[config.mk]
export PLATFORM = sky130hd
export DESIGN_NAME = bresenham_line_pixel_generator_core
export DESIGN_NICKNAME = d
export VERILOG_FILES = /design/src/blpg_pkg.sv /design/src/blpg_front.sv /design/src/blpg_fifo.sv /design/src/blpg_back.sv /design/src/bresenham_line_pixel_generator_core.sv
export SDC_FILE = /design/constraint.sdc
export NUM_CORES = 1
export LEC_CHECK = 0
export BUFFER_PORTS_ARGS = -buffer_cell sky130_fd_sc_hd__buf_2
export CAP_MARGIN = 20
export CELL_PAD_IN_SITES_DETAIL_PLACEMENT = 1
export CELL_PAD_IN_SITES_GLOBAL_PLACEMENT = 1
export CORE_MARGIN = 5
export CORE_UTILIZATION = 49
export DETAILED_ROUTE_END_ITERATION = 10
export PLACE_DENSITY = 0.88
export RECOVER_POWER = 25
export SLEW_MARGIN = 20
export SYNTH_ARGS = -nofsm -noshare
export SYNTH_HDL_FRONTEND = slang
export SYNTH_SLANG_ARGS = --single-unit
[constraint.sdc]
create_clock -name clk -period 11.6 [get_ports clk]
set_input_delay 0 -clock clk [delete_from_list [all_inputs] [get_ports clk]]
set_output_delay 0 -clock clk [all_outputs]
set_load 0.03 [all_outputs]
[src/blpg_pkg.sv]
// ----------------------------------------------------------------------------
// Bresenham line pixel generator package
// Widths, command codes, the queued command word and coordinate helpers.
// ----------------------------------------------------------------------------
package blpg_pkg;

  // Image and datapath widths.
  localparam int ImageSize = 512;
  localparam int CoordW    = 9;
  localparam int ColorW    = 8;
  localparam int MinorW    = 10;
  localparam int SpanW     = 10;
  localparam int StepW     = 11;
  localparam int AccW      = 12;

  // Command queue depth between the front and the back.
  localparam int FifoDepth = 2;
  localparam int PtrW      = $clog2(FifoDepth);

  // Word opcodes.
  typedef enum logic {
    OP_LOAD = 1'b0,
    OP_STEP = 1'b1
  } op_t;

  // Classified command word, with line setup already worked out for loads.
  typedef struct packed {
    op_t                   op;
    logic                  steep;
    logic [CoordW-1:0]     major_pos;
    logic [CoordW-1:0]     major_end;
    logic [CoordW-1:0]     minor_pos;
    logic                  minor_down;
    logic [SpanW-1:0]      major_span;
    logic [StepW-1:0]      error_step;
    logic [3*ColorW-1:0]   color;
  } cmd_t;

  // Clamp a coordinate to the last pixel of the image.
  function automatic logic [CoordW-1:0] sat_coord(input logic [CoordW-1:0] c);
    logic [CoordW-1:0] r;
    r = c;
    if (int'(c) > ImageSize - 1) begin
      r = CoordW'(ImageSize - 1);
    end
    return r;
  endfunction

  // Absolute difference of two coordinates.
  function automatic logic [CoordW-1:0] abs_diff(input logic [CoordW-1:0] a,
                                                 input logic [CoordW-1:0] b);
    logic [CoordW-1:0] r;
    if (a >= b) begin
      r = a - b;
    end else begin
      r = b - a;
    end
    return r;
  endfunction

endpackage

[src/blpg_front.sv]
// ----------------------------------------------------------------------------
// Bresenham line front end
// Accepts input words, decodes the opcode and prepares line setup on loads.
// ----------------------------------------------------------------------------
module blpg_front (
  input  logic                          in_valid,
  output logic                          in_ready,
  input  logic                          in_op,
  input  logic [8:0]                    in_start_x,
  input  logic [8:0]                    in_start_y,
  input  logic [8:0]                    in_end_x,
  input  logic [8:0]                    in_end_y,
  input  logic [7:0]                    in_red_in,
  input  logic [7:0]                    in_green_in,
  input  logic [7:0]                    in_blue_in,
  output logic                          cmd_valid,
  input  logic                          cmd_ready,
  output blpg_pkg::cmd_t                cmd
);
  import blpg_pkg::*;

  logic [CoordW-1:0] ax, ay, bx, by;
  logic [CoordW-1:0] dx, dy;
  logic              steep;
  logic [CoordW-1:0] p0_maj, p0_min, p1_maj, p1_min;
  logic [CoordW-1:0] s_maj, s_min, e_maj, e_min;
  logic [CoordW-1:0] d_min;

  // Clamp the endpoints and decide whether the line is steep.
  always_comb begin
    ax    = sat_coord(in_start_x);
    ay    = sat_coord(in_start_y);
    bx    = sat_coord(in_end_x);
    by    = sat_coord(in_end_y);
    dx    = abs_diff(ax, bx);
    dy    = abs_diff(ay, by);
    steep = (dx < dy);
  end

  // Map onto major and minor axes, then order along the major axis.
  always_comb begin
    p0_maj = steep ? ay : ax;
    p0_min = steep ? ax : ay;
    p1_maj = steep ? by : bx;
    p1_min = steep ? bx : by;
    if (p0_maj > p1_maj) begin
      s_maj = p1_maj;
      s_min = p1_min;
      e_maj = p0_maj;
      e_min = p0_min;
    end else begin
      s_maj = p0_maj;
      s_min = p0_min;
      e_maj = p1_maj;
      e_min = p1_min;
    end
    d_min = abs_diff(s_min, e_min);
  end

  // Build the command word for the queue.
  always_comb begin
    cmd.op         = op_t'(in_op);
    cmd.steep      = steep;
    cmd.major_pos  = s_maj;
    cmd.major_end  = e_maj;
    cmd.minor_pos  = s_min;
    cmd.minor_down = (e_min < s_min);
    cmd.major_span = {1'b0, e_maj - s_maj};
    cmd.error_step = {1'b0, d_min, 1'b0};
    cmd.color      = {in_red_in, in_green_in, in_blue_in};
  end

  assign cmd_valid = in_valid;
  assign in_ready  = cmd_ready;

endmodule

[src/blpg_fifo.sv]
// ----------------------------------------------------------------------------
// Bresenham line command queue
// Small register queue that decouples the front end from the line walker.
// ----------------------------------------------------------------------------
module blpg_fifo (
  input  logic           clk,
  input  logic           rst_n,
  input  logic           wr_valid,
  output logic           wr_ready,
  input  blpg_pkg::cmd_t wr_data,
  output logic           rd_valid,
  input  logic           rd_ready,
  output blpg_pkg::cmd_t rd_data
);
  import blpg_pkg::*;

  cmd_t            mem_r [FifoDepth];
  logic [PtrW-1:0] wr_ptr_r, wr_ptr_nxt;
  logic [PtrW-1:0] rd_ptr_r, rd_ptr_nxt;
  logic [PtrW:0]   count_r, count_nxt;
  logic            push, pop;

  // Handshake decode.
  assign wr_ready = (count_r != (PtrW+1)'(FifoDepth));
  assign rd_valid = (count_r != '0);
  assign push     = wr_valid && wr_ready;
  assign pop      = rd_valid && rd_ready;
  assign rd_data  = mem_r[rd_ptr_r];

  // Pointer and occupancy update.
  always_comb begin
    wr_ptr_nxt = push ? wr_ptr_r + PtrW'(1) : wr_ptr_r;
    rd_ptr_nxt = pop  ? rd_ptr_r + PtrW'(1) : rd_ptr_r;
    count_nxt  = count_r;
    if (push && !pop) begin
      count_nxt = count_r + (PtrW+1)'(1);
    end else if (pop && !push) begin
      count_nxt = count_r - (PtrW+1)'(1);
    end
  end

  always_ff @(posedge clk) begin
    if (!rst_n) begin
      wr_ptr_r <= '0;
      rd_ptr_r <= '0;
      count_r  <= '0;
    end else begin
      wr_ptr_r <= wr_ptr_nxt;
      rd_ptr_r <= rd_ptr_nxt;
      count_r  <= count_nxt;
    end
  end

  // Storage write; entries carry no reset.
  always_ff @(posedge clk) begin
    if (push) begin
      mem_r[wr_ptr_r] <= wr_data;
    end
  end

endmodule

[src/blpg_back.sv]
// ----------------------------------------------------------------------------
// Bresenham line walker
// Holds the line state, steps the error term and registers each pixel word.
// ----------------------------------------------------------------------------
module blpg_back (
  input  logic           clk,
  input  logic           rst_n,
  input  logic           cmd_valid,
  output logic           cmd_ready,
  input  blpg_pkg::cmd_t cmd,
  output logic           out_valid,
  input  logic           out_ready,
  output logic [8:0]     out_pixel_x,
  output logic [8:0]     out_pixel_y,
  output logic [7:0]     out_red_out,
  output logic [7:0]     out_green_out,
  output logic [7:0]     out_blue_out,
  output logic           out_last
);
  import blpg_pkg::*;

  // Line state.
  logic                    active_r, active_nxt;
  logic                    steep_r, steep_nxt;
  logic [CoordW-1:0]       major_pos_r, major_pos_nxt;
  logic [CoordW-1:0]       major_end_r, major_end_nxt;
  logic [MinorW-1:0]       minor_pos_r, minor_pos_nxt;
  logic                    minor_down_r, minor_down_nxt;
  logic [SpanW-1:0]        major_span_r, major_span_nxt;
  logic [StepW-1:0]        error_step_r, error_step_nxt;
  logic signed [AccW-1:0]  error_acc_r, error_acc_nxt;
  logic [3*ColorW-1:0]     color_r, color_nxt;

  // Output register.
  logic                    out_valid_r, out_valid_nxt;
  logic [CoordW-1:0]       out_px_r, out_px_nxt;
  logic [CoordW-1:0]       out_py_r, out_py_nxt;
  logic [3*ColorW-1:0]     out_color_r, out_color_nxt;
  logic                    out_last_r, out_last_nxt;

  logic                    slot_free, fire, emit, fin, acc_wrap;
  logic signed [AccW-1:0]  acc_sum;

  // A load or an idle step never needs the output slot.
  assign slot_free = !out_valid_r || out_ready;
  assign cmd_ready = (cmd.op == OP_LOAD) || !active_r || slot_free;
  assign fire      = cmd_valid && cmd_ready;
  assign emit      = fire && (cmd.op == OP_STEP) && active_r;

  // Error term for the current step.
  assign fin      = (major_pos_r >= major_end_r);
  assign acc_sum  = error_acc_r + $signed({1'b0, error_step_r});
  assign acc_wrap = (acc_sum > $signed({2'b0, major_span_r}));

  // Walker next state.
  always_comb begin
    active_nxt     = active_r;
    steep_nxt      = steep_r;
    major_pos_nxt  = major_pos_r;
    major_end_nxt  = major_end_r;
    minor_pos_nxt  = minor_pos_r;
    minor_down_nxt = minor_down_r;
    major_span_nxt = major_span_r;
    error_step_nxt = error_step_r;
    error_acc_nxt  = error_acc_r;
    color_nxt      = color_r;
    if (fire) begin
      case (cmd.op)
        OP_LOAD: begin
          active_nxt     = 1'b1;
          steep_nxt      = cmd.steep;
          major_pos_nxt  = cmd.major_pos;
          major_end_nxt  = cmd.major_end;
          minor_pos_nxt  = {1'b0, cmd.minor_pos};
          minor_down_nxt = cmd.minor_down;
          major_span_nxt = cmd.major_span;
          error_step_nxt = cmd.error_step;
          error_acc_nxt  = '0;
          color_nxt      = cmd.color;
        end
        OP_STEP: begin
          if (active_r) begin
            if (fin) begin
              active_nxt = 1'b0;
            end else begin
              error_acc_nxt = acc_sum;
              if (acc_wrap) begin
                minor_pos_nxt = minor_down_r ? minor_pos_r - MinorW'(1)
                                             : minor_pos_r + MinorW'(1);
                error_acc_nxt = acc_sum - $signed({1'b0, major_span_r, 1'b0});
              end
              major_pos_nxt = major_pos_r + CoordW'(1);
            end
          end
        end
        default: begin
        end
      endcase
    end
  end

  // Output register next state; axes are swapped back for steep lines.
  always_comb begin
    out_px_nxt    = out_px_r;
    out_py_nxt    = out_py_r;
    out_color_nxt = out_color_r;
    out_last_nxt  = out_last_r;
    out_valid_nxt = out_valid_r;
    if (emit) begin
      out_valid_nxt = 1'b1;
      out_px_nxt    = steep_r ? minor_pos_r[CoordW-1:0] : major_pos_r;
      out_py_nxt    = steep_r ? major_pos_r : minor_pos_r[CoordW-1:0];
      out_color_nxt = color_r;
      out_last_nxt  = fin;
    end else if (out_ready) begin
      out_valid_nxt = 1'b0;
    end
  end

  // Control state.
  always_ff @(posedge clk) begin
    if (!rst_n) begin
      active_r    <= 1'b0;
      out_valid_r <= 1'b0;
    end else begin
      active_r    <= active_nxt;
      out_valid_r <= out_valid_nxt;
    end
  end

  // Datapath state.
  always_ff @(posedge clk) begin
    steep_r      <= steep_nxt;
    major_pos_r  <= major_pos_nxt;
    major_end_r  <= major_end_nxt;
    minor_pos_r  <= minor_pos_nxt;
    minor_down_r <= minor_down_nxt;
    major_span_r <= major_span_nxt;
    error_step_r <= error_step_nxt;
    error_acc_r  <= error_acc_nxt;
    color_r      <= color_nxt;
    out_px_r     <= out_px_nxt;
    out_py_r     <= out_py_nxt;
    out_color_r  <= out_color_nxt;
    out_last_r   <= out_last_nxt;
  end

  assign out_valid     = out_valid_r;
  assign out_pixel_x   = out_px_r;
  assign out_pixel_y   = out_py_r;
  assign out_red_out   = out_color_r[3*ColorW-1:2*ColorW];
  assign out_green_out = out_color_r[2*ColorW-1:ColorW];
  assign out_blue_out  = out_color_r[ColorW-1:0];
  assign out_last      = out_last_r;

endmodule

[src/bresenham_line_pixel_generator_core.sv]
// A step word's pixel is registered in the queue and then in the output register before
// it can be taken by the output side.
// Throughput: one word per cycle; the walker retires one queued word each cycle while the
// output side takes words, and so sustains a pixel per cycle.
// Loads are taken by the walker without waiting for the output slot and produce no output word.
// Reset (rst_n low, synchronous) empties the queue, drops any line and the pending pixel.
// ----------------------------------------------------------------------------
// Bresenham line pixel generator core
// Front end decodes words, a two-entry queue buffers them, the walker emits pixels.
// ----------------------------------------------------------------------------
module bresenham_line_pixel_generator_core (
  input  logic       clk,
  input  logic       rst_n,
  input  logic       in_valid,
  output logic       in_ready,
  input  logic       in_op,
  input  logic [8:0] in_start_x,
  input  logic [8:0] in_start_y,
  input  logic [8:0] in_end_x,
  input  logic [8:0] in_end_y,
  input  logic [7:0] in_red_in,
  input  logic [7:0] in_green_in,
  input  logic [7:0] in_blue_in,
  output logic       out_valid,
  input  logic       out_ready,
  output logic [8:0] out_pixel_x,
  output logic [8:0] out_pixel_y,
  output logic [7:0] out_red_out,
  output logic [7:0] out_green_out,
  output logic [7:0] out_blue_out,
  output logic       out_last
);
  import blpg_pkg::*;

  logic cmd_in_valid, cmd_in_ready;
  logic cmd_out_valid, cmd_out_ready;
  cmd_t cmd_in, cmd_out;

  // Decode and line setup.
  blpg_front u_front (
    .in_valid    (in_valid),
    .in_ready    (in_ready),
    .in_op       (in_op),
    .in_start_x  (in_start_x),
    .in_start_y  (in_start_y),
    .in_end_x    (in_end_x),
    .in_end_y    (in_end_y),
    .in_red_in   (in_red_in),
    .in_green_in (in_green_in),
    .in_blue_in  (in_blue_in),
    .cmd_valid   (cmd_in_valid),
    .cmd_ready   (cmd_in_ready),
    .cmd         (cmd_in)
  );

  // Command queue.
  blpg_fifo u_fifo (
    .clk      (clk),
    .rst_n    (rst_n),
    .wr_valid (cmd_in_valid),
    .wr_ready (cmd_in_ready),
    .wr_data  (cmd_in),
    .rd_valid (cmd_out_valid),
    .rd_ready (cmd_out_ready),
    .rd_data  (cmd_out)
  );

  // Line walker and output register.
  blpg_back u_back (
    .clk           (clk),
    .rst_n         (rst_n),
    .cmd_valid     (cmd_out_valid),
    .cmd_ready     (cmd_out_ready),
    .cmd           (cmd_out),
    .out_valid     (out_valid),
    .out_ready     (out_ready),
    .out_pixel_x   (out_pixel_x),
    .out_pixel_y   (out_pixel_y),
    .out_red_out   (out_red_out),
    .out_green_out (out_green_out),
    .out_blue_out  (out_blue_out),
    .out_last      (out_last)
  );

endmodule

# Yosys cells after proc, flatten, opt, wreduce, memory -nomap -nowiden
# Memories as Yosys holds them, arrays and structs flattened. A register that Yosys moved wholly into a read port is not among the register bits.
# Cells that the tools add are included.
[word_totals] ff_bits=136 ram_bits=144 in_bits=65 output_inout_bits=45 word_cells=103 mem_count=1
[memory_table] name="u_fifo.mem_r" words=2 word_bits=72 read_ports=1 rd_clocked_by_memory_dff=1 wr=1 line_no="blpg_fifo.sv:17" text="cmd_t mem_r [FifoDepth];"
[op_classes] addsub=16 n_lt_le_gt_ge=8 eq_ne=4 n_mux=36 bitwise_logic=1 n_reduce_logical=19
[ops] operator="9-bit two-way mux" n=15
[ops] operator="9-bit subtractor" n=7
[ops] operator="10-bit two-way mux" n=4
[ops] operator="9-bit >= comparator" n=4
[ops] operator="12-bit two-way mux" n=3
[ops] operator="12-bit one-hot mux with 2 select lines" n=1
[ops] operator="10-bit one-hot mux with 2 select lines" n=1
[ops] operator="9-bit less-than comparator" n=2
[ops] operator="9-bit one-hot mux with 2 select lines" n=1
[ops] operator="12-bit adder" n=1
[ops] operator="12-bit by 11-bit > comparator with 1-bit output" n=1
[ops] operator="12-bit subtractor" n=1
[ops] operator="10-bit by 1-bit adder with 10-bit output (second input constant)" n=1
[ops] operator="10-bit by 1-bit subtractor with 10-bit output (second input constant)" n=1
[ops] operator="9-bit by 1-bit adder with 9-bit output (second input constant)" n=1
[ops] operator="9-bit > comparator" n=1
[ops] operator="1-bit two-way mux" n=8
[ops] operator="2-bit != test (second input constant)" n=4
[ops] operator="1-bit logical AND" n=6
[ops] operator="2-bit nonzero test" n=3
[ops] operator="1-bit logical NOT" n=4
[ops] operator="2-bit two-way mux" n=2
[ops] operator="4-bit AND reduction" n=1
[ops] operator="1-bit logical OR" n=3
[ops] operator="7 further kinds" n=8

# Logic depth before layout (Yosys ltp)
# Gate-level depths: netlist of run 1.
[logic_depth] ltp_word=8 mapped_depth=47 ltp_nobuf=41

# Modules after synthesis
# From an unflattened synthesis of run 1, not the netlist that was laid out.
[unflattened] cells_unflattened=1425 area_unflattened_um2=16822.4
[by_module_without_submodules] mod="blpg_back" n_inst=1 cells_per_inst=465 area_per_inst_um2=6409.9 seq_area_each_um2=3913.8
[by_module_without_submodules] mod="blpg_fifo" n_inst=1 cells_per_inst=257 area_per_inst_um2=5665.4 seq_area_each_um2=4604.4
[by_module_without_submodules] mod="blpg_front" n_inst=1 cells_per_inst=703 area_per_inst_um2=4747.1 seq_area_each_um2=0.0

# Worst setup path before layout of run 1
# OpenSTA, ideal clock, no wires.
[synth_path] path_type="input to register" start="in in_start_y[1]" end="mem u_fifo.mem_r[0][31] (netlist name), data pin" setup_ns=0.221 arrival_ns=9.190 required_ns=11.379 setup_slack_ns=2.189 stages=45 path_buffers=8 path_cell_list="inv_1 -> ha_1 -> nor2b_1 -> o21ai_0 -> a21boi_0 -> o21ai_0 -> a21oi_1 -> o41ai_2 -> buf_2 -> mux2i_1 -> o21ai_0 -> a221oi_1 -> xor2_1 -> ha_1 -> and4_1 -> nor3b_2 -> a311o_1 -> buf_6 -> [... 9 more ...] -> o21a_1 -> o31a_1 -> buf_4 -> buf_2 -> buf_4 -> nand2_1 -> o211ai_1 -> nand2_1 -> ha_1 -> a21oi_1 -> o21bai_1 -> a21o_1 -> a21oi_1 -> o21ai_0 -> a21oi_2 -> mux2_2 -> or4b_1 -> o311ai_0"
[synth_rtl] item="from (decl)" line_no="bresenham_line_pixel_generator_core.sv:18" text="input logic [8:0] in_start_y,"
[synth_rtl] item="to (decl)" line_no="blpg_fifo.sv:17"

==> qor.yml, run 1 <==
outcome: "finished clean"
clock_skew_ns: 0.01980
grt_overflow: 0
fin_crit_ns: 10.43
worstReg2RegStart: "u_back.error_acc_r[2]"
dp_hpwl_mm: 31.77
min-delay-start: "in_start_x[2]"
critPathLaunchType: "input pin"
synth_ff_type: "edfxtp_1"
seq_area_frac_synth: 0.5231
syn_area_mm2: 0.01571
synthAdderAreaFrac: 0.1007
maxCapViolCount: 0
antenna_found_initial: 0
setup_viol: 0
io-pin-count: 110
gp_congestion: 0.9356
grt_pass1_wl_mm: 74.81
postRouteWirelength_mm: 49.10
synth_top_cells_by_count: "edfxtp_1 (269), inv_1 (119), ha_1 (112), a21oi_1 (95), nor2_1 (90)"
drtIter0Drc: 1046
critical_path_buf_inv_count: 6
cp_data_arrival_time_ns: 10.76
synth.area.mux_share: 0.1016
ys_types: 73
start_util: 0.4966
tightest_slew_ns: 1.115
synthCells: 1310
htreeDepth: 1
cts_resized: 0
final_nets: 1635
syn_to_final_growth_pct: 13.81
avgSynthCellArea_um2: 11.99
yosysMostFrequentCell: "edfxtp_1"
drc: 0
slew_headroom: 0.2567
cpPeakStageDelay_ns: 0.61
row_count: 65
crit_start: "in_start_x[1]"
synth-compound-area-share: 0.1211
synth_warnings: 0
ant_nets: 0
worstPathMaxFanout: 51
dr.pass1.iters: 6
tritoncts: "built"
crit_family: "compound AO/OA/AOI/OAI gates"
drv_slew: 0
worst_ep_required_time_ns: 11.93
post_cts_buffers: 0
synth_top_area_frac: 0.5141
rsz0062_at_grt: "no"
synth_xor_area_frac: 0.03066
synth.ff_latch_count: 276
post-route-period-util: 0.8992
holdCritPathClass: "in -> reg"
finalHoldViolations: 0
syn-num-nets: 1496
port_buffers: 109
async_reset_ff_frac: 0
clock-sinks: 276
clock_latency_ns: 0.57
grt_start_max_net_pins: 72
gr-usage-met2: 0.4909
tns_ns: 0
drive_gt1_frac: 0.1407
synth_top_area_cell: "edfxtp_1"
die_width_um: 189.1
cts_buffers: 28
synth-simple-area-share: 0.08099
wire_per_inst_um: 26.21
antenna_cells: 0
grt-busiest-layer: "met2"
clock_path_buffers: 3
cts_root_buffer: "clkbuf_16"
holdWs_ns: 0.07921
grt_pass1_vias: 12150
grt_usage: 0.2704
vias: 11290
slowest_stage: "o21bai_1"
crit_type: "in -> reg"
fmaxAchievable_mhz: 95.87
synth_enable_flop_cells: 269
clk_pin_slew_worst_paths_ns: 0.08
cp-end-kind: "flip-flop"
die_y_um: 189.1
via_per_inst: 6.029
met1_usage: 0.3370
dieArea_mm2: 0.03575
use_met3: 0.02452
core-area_mm2: 0.03164
synth_top_family_by_area: "compound AO/OA/AOI/OAI gates"
synth_area_leaders: "edfxtp_1 (51%), ha_1 (8.9%), mux2_2 (5.7%)"
## cell families (layout without fill, tap and decap cells)
| family | Yosys count | count (layout) |
|---|---|---|
| and+or+nand+nor | 266 | 266 |
| AOI/OAI and AO/OA | 281 | 281 |
| xor gates and xnor gates | 55 | 55 |
| adders and majority gates | 121 | 121 |
| muxes | 147 | 147 |
| buffers and inverters | 164 | 325 |
| DFF | 276 | 276 |
## worst reg2reg max path: stages, from the launching register on
cell and delay (ns):
edfxtp_1 0.48, ha_1 0.37, a21o_1 0.20, a21oi_1 0.26, o21bai_1 0.10, a21oi_1 0.24, o21bai_1 0.12, a21o_1 0.23
xor2_1 0.27, ha_1 0.32, nor3b_1 0.16, nand4_1 0.11, nand2_1 0.10, a311oi_2 0.28, buf_4 0.26, nor2_1 0.07
nor2_1 0.73
## worst paths after layout
path / end / slack, ns / cells past startpoint
setup / recovery: u_fifo.mem_r[1][31] / 1.17 / 40
hold / removal: u_fifo.mem_r[1][54] / 0.08 / 3
setup reg to reg: u_back.minor_pos_r[7] / 6.94 / 16
hold reg to reg: u_back.out_color_r[17] / 0.42 / 0
## per-layer routing
layer  vias to the layer above  part of all wire
met5                         -                 0
met4                         0             0.040
met3                        98             0.048
met2                       462              0.52
met1                      5637              0.39
li1                       5096                 -
## cells in the final DEF, fill, tap and decap left out, types with 19 or more instances in the layout
master | synthesis | routed
a21o_1 | 29 | 29
a21oi_1 | 95 | 95
and2_1 | 19 | 19
buf_2 | 7 | 42
clkbuf_1 | 29 | 68
clkbuf_16 | 0 | 28
dlygate4sd3_1 | 0 | 29
edfxtp_1 | 269 | 269
ha_1 | 112 | 112
inv_1 | 119 | 118
mux2_2 | 80 | 80
mux2i_1 | 65 | 64
nand2_1 | 69 | 69
nor2_1 | 90 | 89
o211ai_1 | 24 | 24
o21ai_0 | 35 | 35
xnor2_1 | 37 | 37
## layout make-up
cell class                      count  area [um^2]
Clock buffer                       30        708.2
Clock inverter                     22        271.5
Fill cell                        3288        13760
Inverter                          120        457.9
Multi-Input combinational cell    870         6857
Sequential cell                   276         8218
Tap cell                          402        503.0
Timing Repair Buffer              153        865.8
## state kept, by name, indices dropped and copies added (netlist names), 2 cells and up, named ones only
| register | cells |
|---|---|
| u_back.color_r | 24 |
| u_back.error_acc_r | 11 |
| u_back.error_step_r | 9 |
| u_back.major_end_r | 9 |
| u_back.major_pos_r | 9 |
| u_back.major_span_r | 9 |
| u_back.minor_pos_r | 9 |
| u_back.out_color_r | 24 |
| u_back.out_pixel_x | 9 |
| u_back.out_pixel_y | 9 |
| u_fifo.count_r | 2 |
| u_fifo.mem_r | 144 |
## stage by stage
step / instances / setup slack [ns] / utilization / area, um^2
finish: 1873 / 1.169 / 0.5652 / 17880
global route: 1873 / 0.2700 / 0.5652 / 17880
CTS: 1873 / 1.265 / 0.5683 / 17980
detailed placement: 1792 / 0.7271 / 0.5282 / 16710
global placement: 1792 / 1.270 / 0.5282 / 16710
floorplan: 1310 / 2.189 / - / 15710
## repair_timing
action	in CTS	in global routing
hold endpoints to repair	58	0
hold buffers	29	0
setup endpoints to repair	0	0
Power of run 1 is left out: the tool's default activity adds up to more than one toggle a clock period on the data nets, which glitch-free logic cannot reach.
==> run 2: changes to the inputs <==
Settings changed: CORE_UTILIZATION 49 to 54, PLACE_DENSITY 0.88 to 0.95.
Clock period 11.6 ns to 13.5 ns, I/O delays scaled along.
==> run 2 against run 1 <==
Register-to-register slack gained 1.6 ns. Die area shrank 8.8%. Clock skew grew 0.028 ns. Via count grew 2.9%. Worst setup slack gained 1.1 ns. Cell count shrank 1.2%. Worst hold slack gained 0.041 ns. Core utilization grew 5.5 points. Highest routed layer is now met5.
==> qor.yml, run 2 (synthesized netlist as in run 1, its figures left out) <==
clock_latency_ns: 0.59  # +0.02 ns
tightest_slew_ns: 1.146  # +0.03131 ns
slew_headroom: 0.2330  # -0.02369
syn_to_final_growth_pct: 13.24
drv_slew: 0  # unchanged
final_cells: 1851  # -1.2%
gp_congestion: 0.9605  # +2.7%
crit_family: "compound AO/OA/AOI/OAI gates"
ff2ff_setup_slack_ns: 8.52  # +1.58 ns
dieArea_mm2: 0.03261  # -8.8%
cts_resized: 0  # unchanged
slowest_stage: "a2111oi_0"
clock-sinks: 276  # unchanged
post-route-period-util: 0.8338
dpl_cell_area_mm2: 0.01665  # -0.38%
cp-end-kind: "flip-flop"
num-fill-cells: 2956  # -10%
crit_type: "in -> reg"
path_common_cell: "ha_1"
postRouteWirelength_mm: 50.91  # +3.7%
place_inst: 1769  # -1.3%
ant_nets: 0  # unchanged
met1_usage: 0.3576  # +0.02062
row_count: 62  # -4.6%
rsz0062_at_grt: "no"
grt_start_max_net_pins: 71  # -1.4%
largest-register: "u_fifo.mem_r"
cts_buffers: 28  # unchanged
reg_top3: "u_fifo.mem_r (144), u_back.color_r (24), u_back.out_color_r (24)"
outcome: "finished clean"
setup_viol: 0  # unchanged
gr-usage-met2: 0.5499  # +0.05899
fmaxAchievable_mhz: 88.84
final_area_mm2: 0.01779  # -0.50%
critical_path_buf_inv_count: 8  # +2
drtIter0Drc: 913  # -13%
largest_reg_flops: 144  # unchanged
final_nets: 1631  # -0.24%
antenna_cells: 0  # unchanged
dr.pass1.iters: 5  # -1
drc: 0  # unchanged
tns_ns: 0  # unchanged
vias: 11620  # +2.9%
fin_util: 0.6198  # +0.05464
maxCapViolCount: 0  # unchanged
port_buffers: 109  # unchanged
clk_pin_slew_worst_paths_ns: 0.07  # about the same
finalHoldViolations: 0  # unchanged
via_per_inst: 6.276  # +4.1%
htreeDepth: 1  # unchanged
grt_pass1_wl_mm: 77.76  # +3.9%
cts_root_buffer: "clkbuf_16"
grt_overflow: 0  # unchanged
use_met3: 0.04542  # +0.02090
cpPeakStageDelay_ns: 0.85  # +0.24 ns
grt-busiest-layer: "met2"
grt_pass1_vias: 12690  # +4.4%
die_width_um: 180.6  # -4.5%
drive_gt1_frac: 0.1316  # -0.009160
mostFrequentLayoutCells: "edfxtp_1 (269), inv_1 (118), ha_1 (112)"
clock_path_buffers: 3  # unchanged
die_y_um: 180.6  # -4.5%
core-area_mm2: 0.02870  # -9.3%
post_cts_buffers: 0  # unchanged
worst_ep_required_time_ns: 13.80  # +1.87 ns
dp_hpwl_mm: 33.03  # +4.0%
grt_usage: 0.3077  # +0.03731
fin_crit_ns: 11.26
clock_skew_ns: 0.04799  # +0.02819 ns
hold_buffers: 29  # unchanged
antenna_found_initial: 1  # +1
final_common_cell: "edfxtp_1"
holdCritPathClass: "in -> reg"
io-pin-count: 110  # unchanged
start_util: 0.5474  # +0.05077
critPathLaunchType: "input pin"
tritoncts: "built"
wire_per_inst_um: 27.50  # +4.9%
worstPathMaxFanout: 51  # unchanged
cp_data_arrival_time_ns: 11.56  # +0.80 ns
-- run 2: cell count changes in the layout (fill, tap and decap cells not counted), sizes merged --
| cell | delta |
|---|---|
| bufinv | -1 |
| clkinv | -4 |
| clkinvlp | -2 |
| clkbuf | +9 |
| buf | -6 |
-- run 2: path summary, 6_finish.rpt --
| kind | cells past startpoint | start | end |
|---|---|---|---|
| max | 42 | in_start_y[1] | u_fifo.mem_r[0][31] |
| min | 5 | in_start_x[7] | u_fifo.mem_r[1][50] |
| max reg2reg | 16 | u_back.error_acc_r[2] | u_back.minor_pos_r[2] |
| min reg2reg | 0 | u_back.color_r[17] | u_back.out_color_r[17] |
-- run 2: layout make-up --
class,instances,area (um^2),share of cell area
timing repair buffer,149,840.8,0.04726
tap,384,480.5,0.02701
sequential,276,8218,0.4619
clock inverter,15,198.9,0.01118
inverter,120,457.9,0.02574
multi-input combinational,870,6860,0.3856
clock buffer,37,734.5,0.04128
-- run 2: worst reg2reg max path: cells and delay by family, from the launching register on --
kind,cells,cell delay (ns)
buf+inv,1,0.28
xor+xnor,1,0.30
fa+ha+maj,2,0.67
simple gates,5,1.39
flops,1,0.47
compound gates,7,1.52
-- run 2: metrics by stage --
stage               setup WS [ns]  hold slack, ns
floorplan                   4.089         0.09887
global placement            2.677          0.1878
detailed placement          1.891          0.1917
CTS                         2.225         0.07947
global route                1.576          0.1220
finish                      2.244          0.1203
-- run 2: per-layer routing --
metal / up-vias / routed length [um]
met3: 207 / 2924
met4: 2 / 3292
met1: 5767 / 18860
met2: 553 / 25820
li1: 5087 / -
met5: - / 12
Power of run 2 is left out for the same reason.
==> run 3: changes to the inputs <==
Settings changed: CORE_UTILIZATION 54 to 50, PLACE_DENSITY 0.95 to 0.9.
Clock period 13.5 ns to 10.89 ns, I/O delays scaled along.
==> run 3 against run 2 <==
Critical path depth decreased by 2. Flip-flop and latch count unchanged. Via count decreased by 1.6%. Global-route usage decreased by 3.7 points. Worst setup slack got worse by 1.6 ns. Clock-buffer cell count decreased by 1. Sequential share of layout area decreased by 0.055 points. Routed wire length decreased by 3.9%. Critical endpoint is now u_fifo.mem_r[1][31]. First-iteration DRC count increased by 4.2%. Register-to-register slack got worse by 2.4 ns. Non-clock buffer count increased by 3.
==> qor.yml, run 3 (synthesized netlist as in run 1, its figures left out) <==
tightest_slew_ns: 1.451  # +0.3044 ns
holdWs_ns: 0.07601  # -0.04428 ns
dieArea_mm2: 0.03507  # +7.6%
largest-register: "u_fifo.mem_r"
antenna_found_initial: 3  # +2
min_path_cells: 3  # -2
slew_headroom: 0.03161  # -0.2014
use_met3: 0.03938  # -0.006037
drv_slew: 0  # unchanged
largest_reg_flops: 144  # unchanged
worstRegToRegCells: 8  # -8
clock-sinks: 276  # unchanged
antenna_cells: 0  # unchanged
final_nets: 1634  # +0.18%
finalHoldViolations: 0  # unchanged
io-pin-count: 110  # unchanged
port_buffers: 109  # unchanged
clock_skew_ns: 0.03844  # -0.009549 ns
grt_pass1_vias: 12200  # -3.9%
wire_per_inst_um: 26.14  # -4.9%
clk_pin_slew_worst_paths_ns: 0.06  # about the same
clock_latency_ns: 0.58  # about the same
gr-usage-met2: 0.4842  # -0.06567
drc: 0  # unchanged
core-area_mm2: 0.03131  # +9.1%
htreeDepth: 1  # unchanged
crit_start: "in_start_y[1]"
cpPeakStageDelay_ns: 0.76  # -0.09 ns
slowest_stage: "a2111oi_1"
setup_slack_ns: 0.6768  # -1.568 ns
drtIter0Drc: 951  # +4.2%
grt_usage: 0.2710  # -0.03670
clock_path_buffers: 3  # unchanged
cp-end-kind: "flip-flop"
fmaxAchievable_mhz: 97.91
cts_root_buffer: "clkbuf_16"
worstPathMaxFanout: 51  # unchanged
min-delay-start: "in_end_y[6]"
maxCapViolCount: 0  # unchanged
via_per_inst: 6.107  # -2.7%
holdCritPathClass: "in -> reg"
grt_overflow: 0  # unchanged
start_util: 0.5018  # -0.04561
grt_start_max_net_pins: 70  # -1.4%
gp_congestion: 1.063  # +11%
vias: 11430  # -1.6%
setup_viol: 0  # unchanged
path_common_cell: "nor2_1"
met1_usage: 0.3272  # -0.03044
worst_ep_required_time_ns: 11.21  # -2.59 ns
reg_top3: "u_fifo.mem_r (144), u_back.color_r (24), u_back.out_color_r (24)"
outcome: "finished clean"
mostFrequentLayoutCells: "edfxtp_1 (269), inv_1 (118), ha_1 (112)"
grt-busiest-layer: "met2"
die_width_um: 187.3  # +3.7%
syn_to_final_growth_pct: 13.37
row_count: 65  # +4.8%
ant_nets: 0  # unchanged
drive_gt1_frac: 0.1327  # +0.001182
crit_type: "in -> reg"
postRouteWirelength_mm: 48.92  # -3.9%
dr.pass1.iters: 5  # unchanged
tritoncts: "built"
cp_data_arrival_time_ns: 10.53  # -1.03 ns
post-route-period-util: 0.9379
cts_buffers: 28  # unchanged
grt_pass1_wl_mm: 74.07  # -4.7%
die_y_um: 187.3  # +3.7%
pre_cts_ws_ns: 0.2344  # -1.657 ns
dp_hpwl_mm: 32.97  # -0.18%
critPathLaunchType: "input pin"
final_common_cell: "edfxtp_1"
fin_crit_ns: 10.21
run 3: cell count changes in the layout (fill, tap and decap cells not counted), sizes merged:
cell,previous run,this run
inv,120,121
clkinv,11,12
buf,51,55
bufinv,4,2
clkbuf,106,104
run 3: worst paths after layout:
check / slack [ns] / endpoint
worst max register to register: 6.11 / u_back.error_acc_r[2]
worst max-delay path: 0.68 / u_fifo.mem_r[1][31]
worst min register to register: 0.42 / u_back.out_color_r[21]
worst min-delay path: 0.08 / u_fifo.mem_r[1][67]
run 3: critical path: cells and delay by family:
| kind | cells | cell delay (ns) |
|---|---|---|
| XOR/XNOR | 1 | 0.19 |
| buffers and inverters | 6 | 1.28 |
| AO/OA/AOI/OAI | 15 | 4.44 |
| adder cells (fa/ha/maj) | 4 | 1.51 |
| AND/OR/NAND/NOR | 12 | 2.32 |
| multiplexers | 2 | 0.74 |
run 3: final cells by class:
cell class                      instances  area (um^2)
Clock buffer                           36        730.7
Clock inverter                         15        150.1
Fill cell                            3296        13500
Inverter                              120        457.9
Multi-Input combinational cell        870         6883
Sequential cell                       276         8218
Tap cell                              402        503.0
Timing Repair Buffer                  152        869.6
run 3: metal layers:
layer / part of all wire / up-vias
met2: 0.51 / 513
met5: 0.00025 / -
met4: 0.051 / 2
li1: - / 5109
met1: 0.38 / 5657
met3: 0.059 / 146
run 3: stage by stage:
stage                     cell area (um^2)  TNS [ns]    util  cells
after CTS                            17890         0  0.5712   1871
after detailed placement             16710         0  0.5338   1791
after global routing                 17810  -0.08107  0.5689   1871
final                                17810         0  0.5689   1871
after global placement               16710         0  0.5338   1791
after floorplan                      15710         0       -   1310
run 3: what timing repair did:
action / 4_1_cts / 5_1_grt
setup buffers: 0 / 0
hold endpoints to repair: 67 / 0
endpoints found under the setup margin: 0 / 10
gates resized for setup: 0 / 4
hold buffers: 29 / 0
Power of run 3 is left out for the same reason.
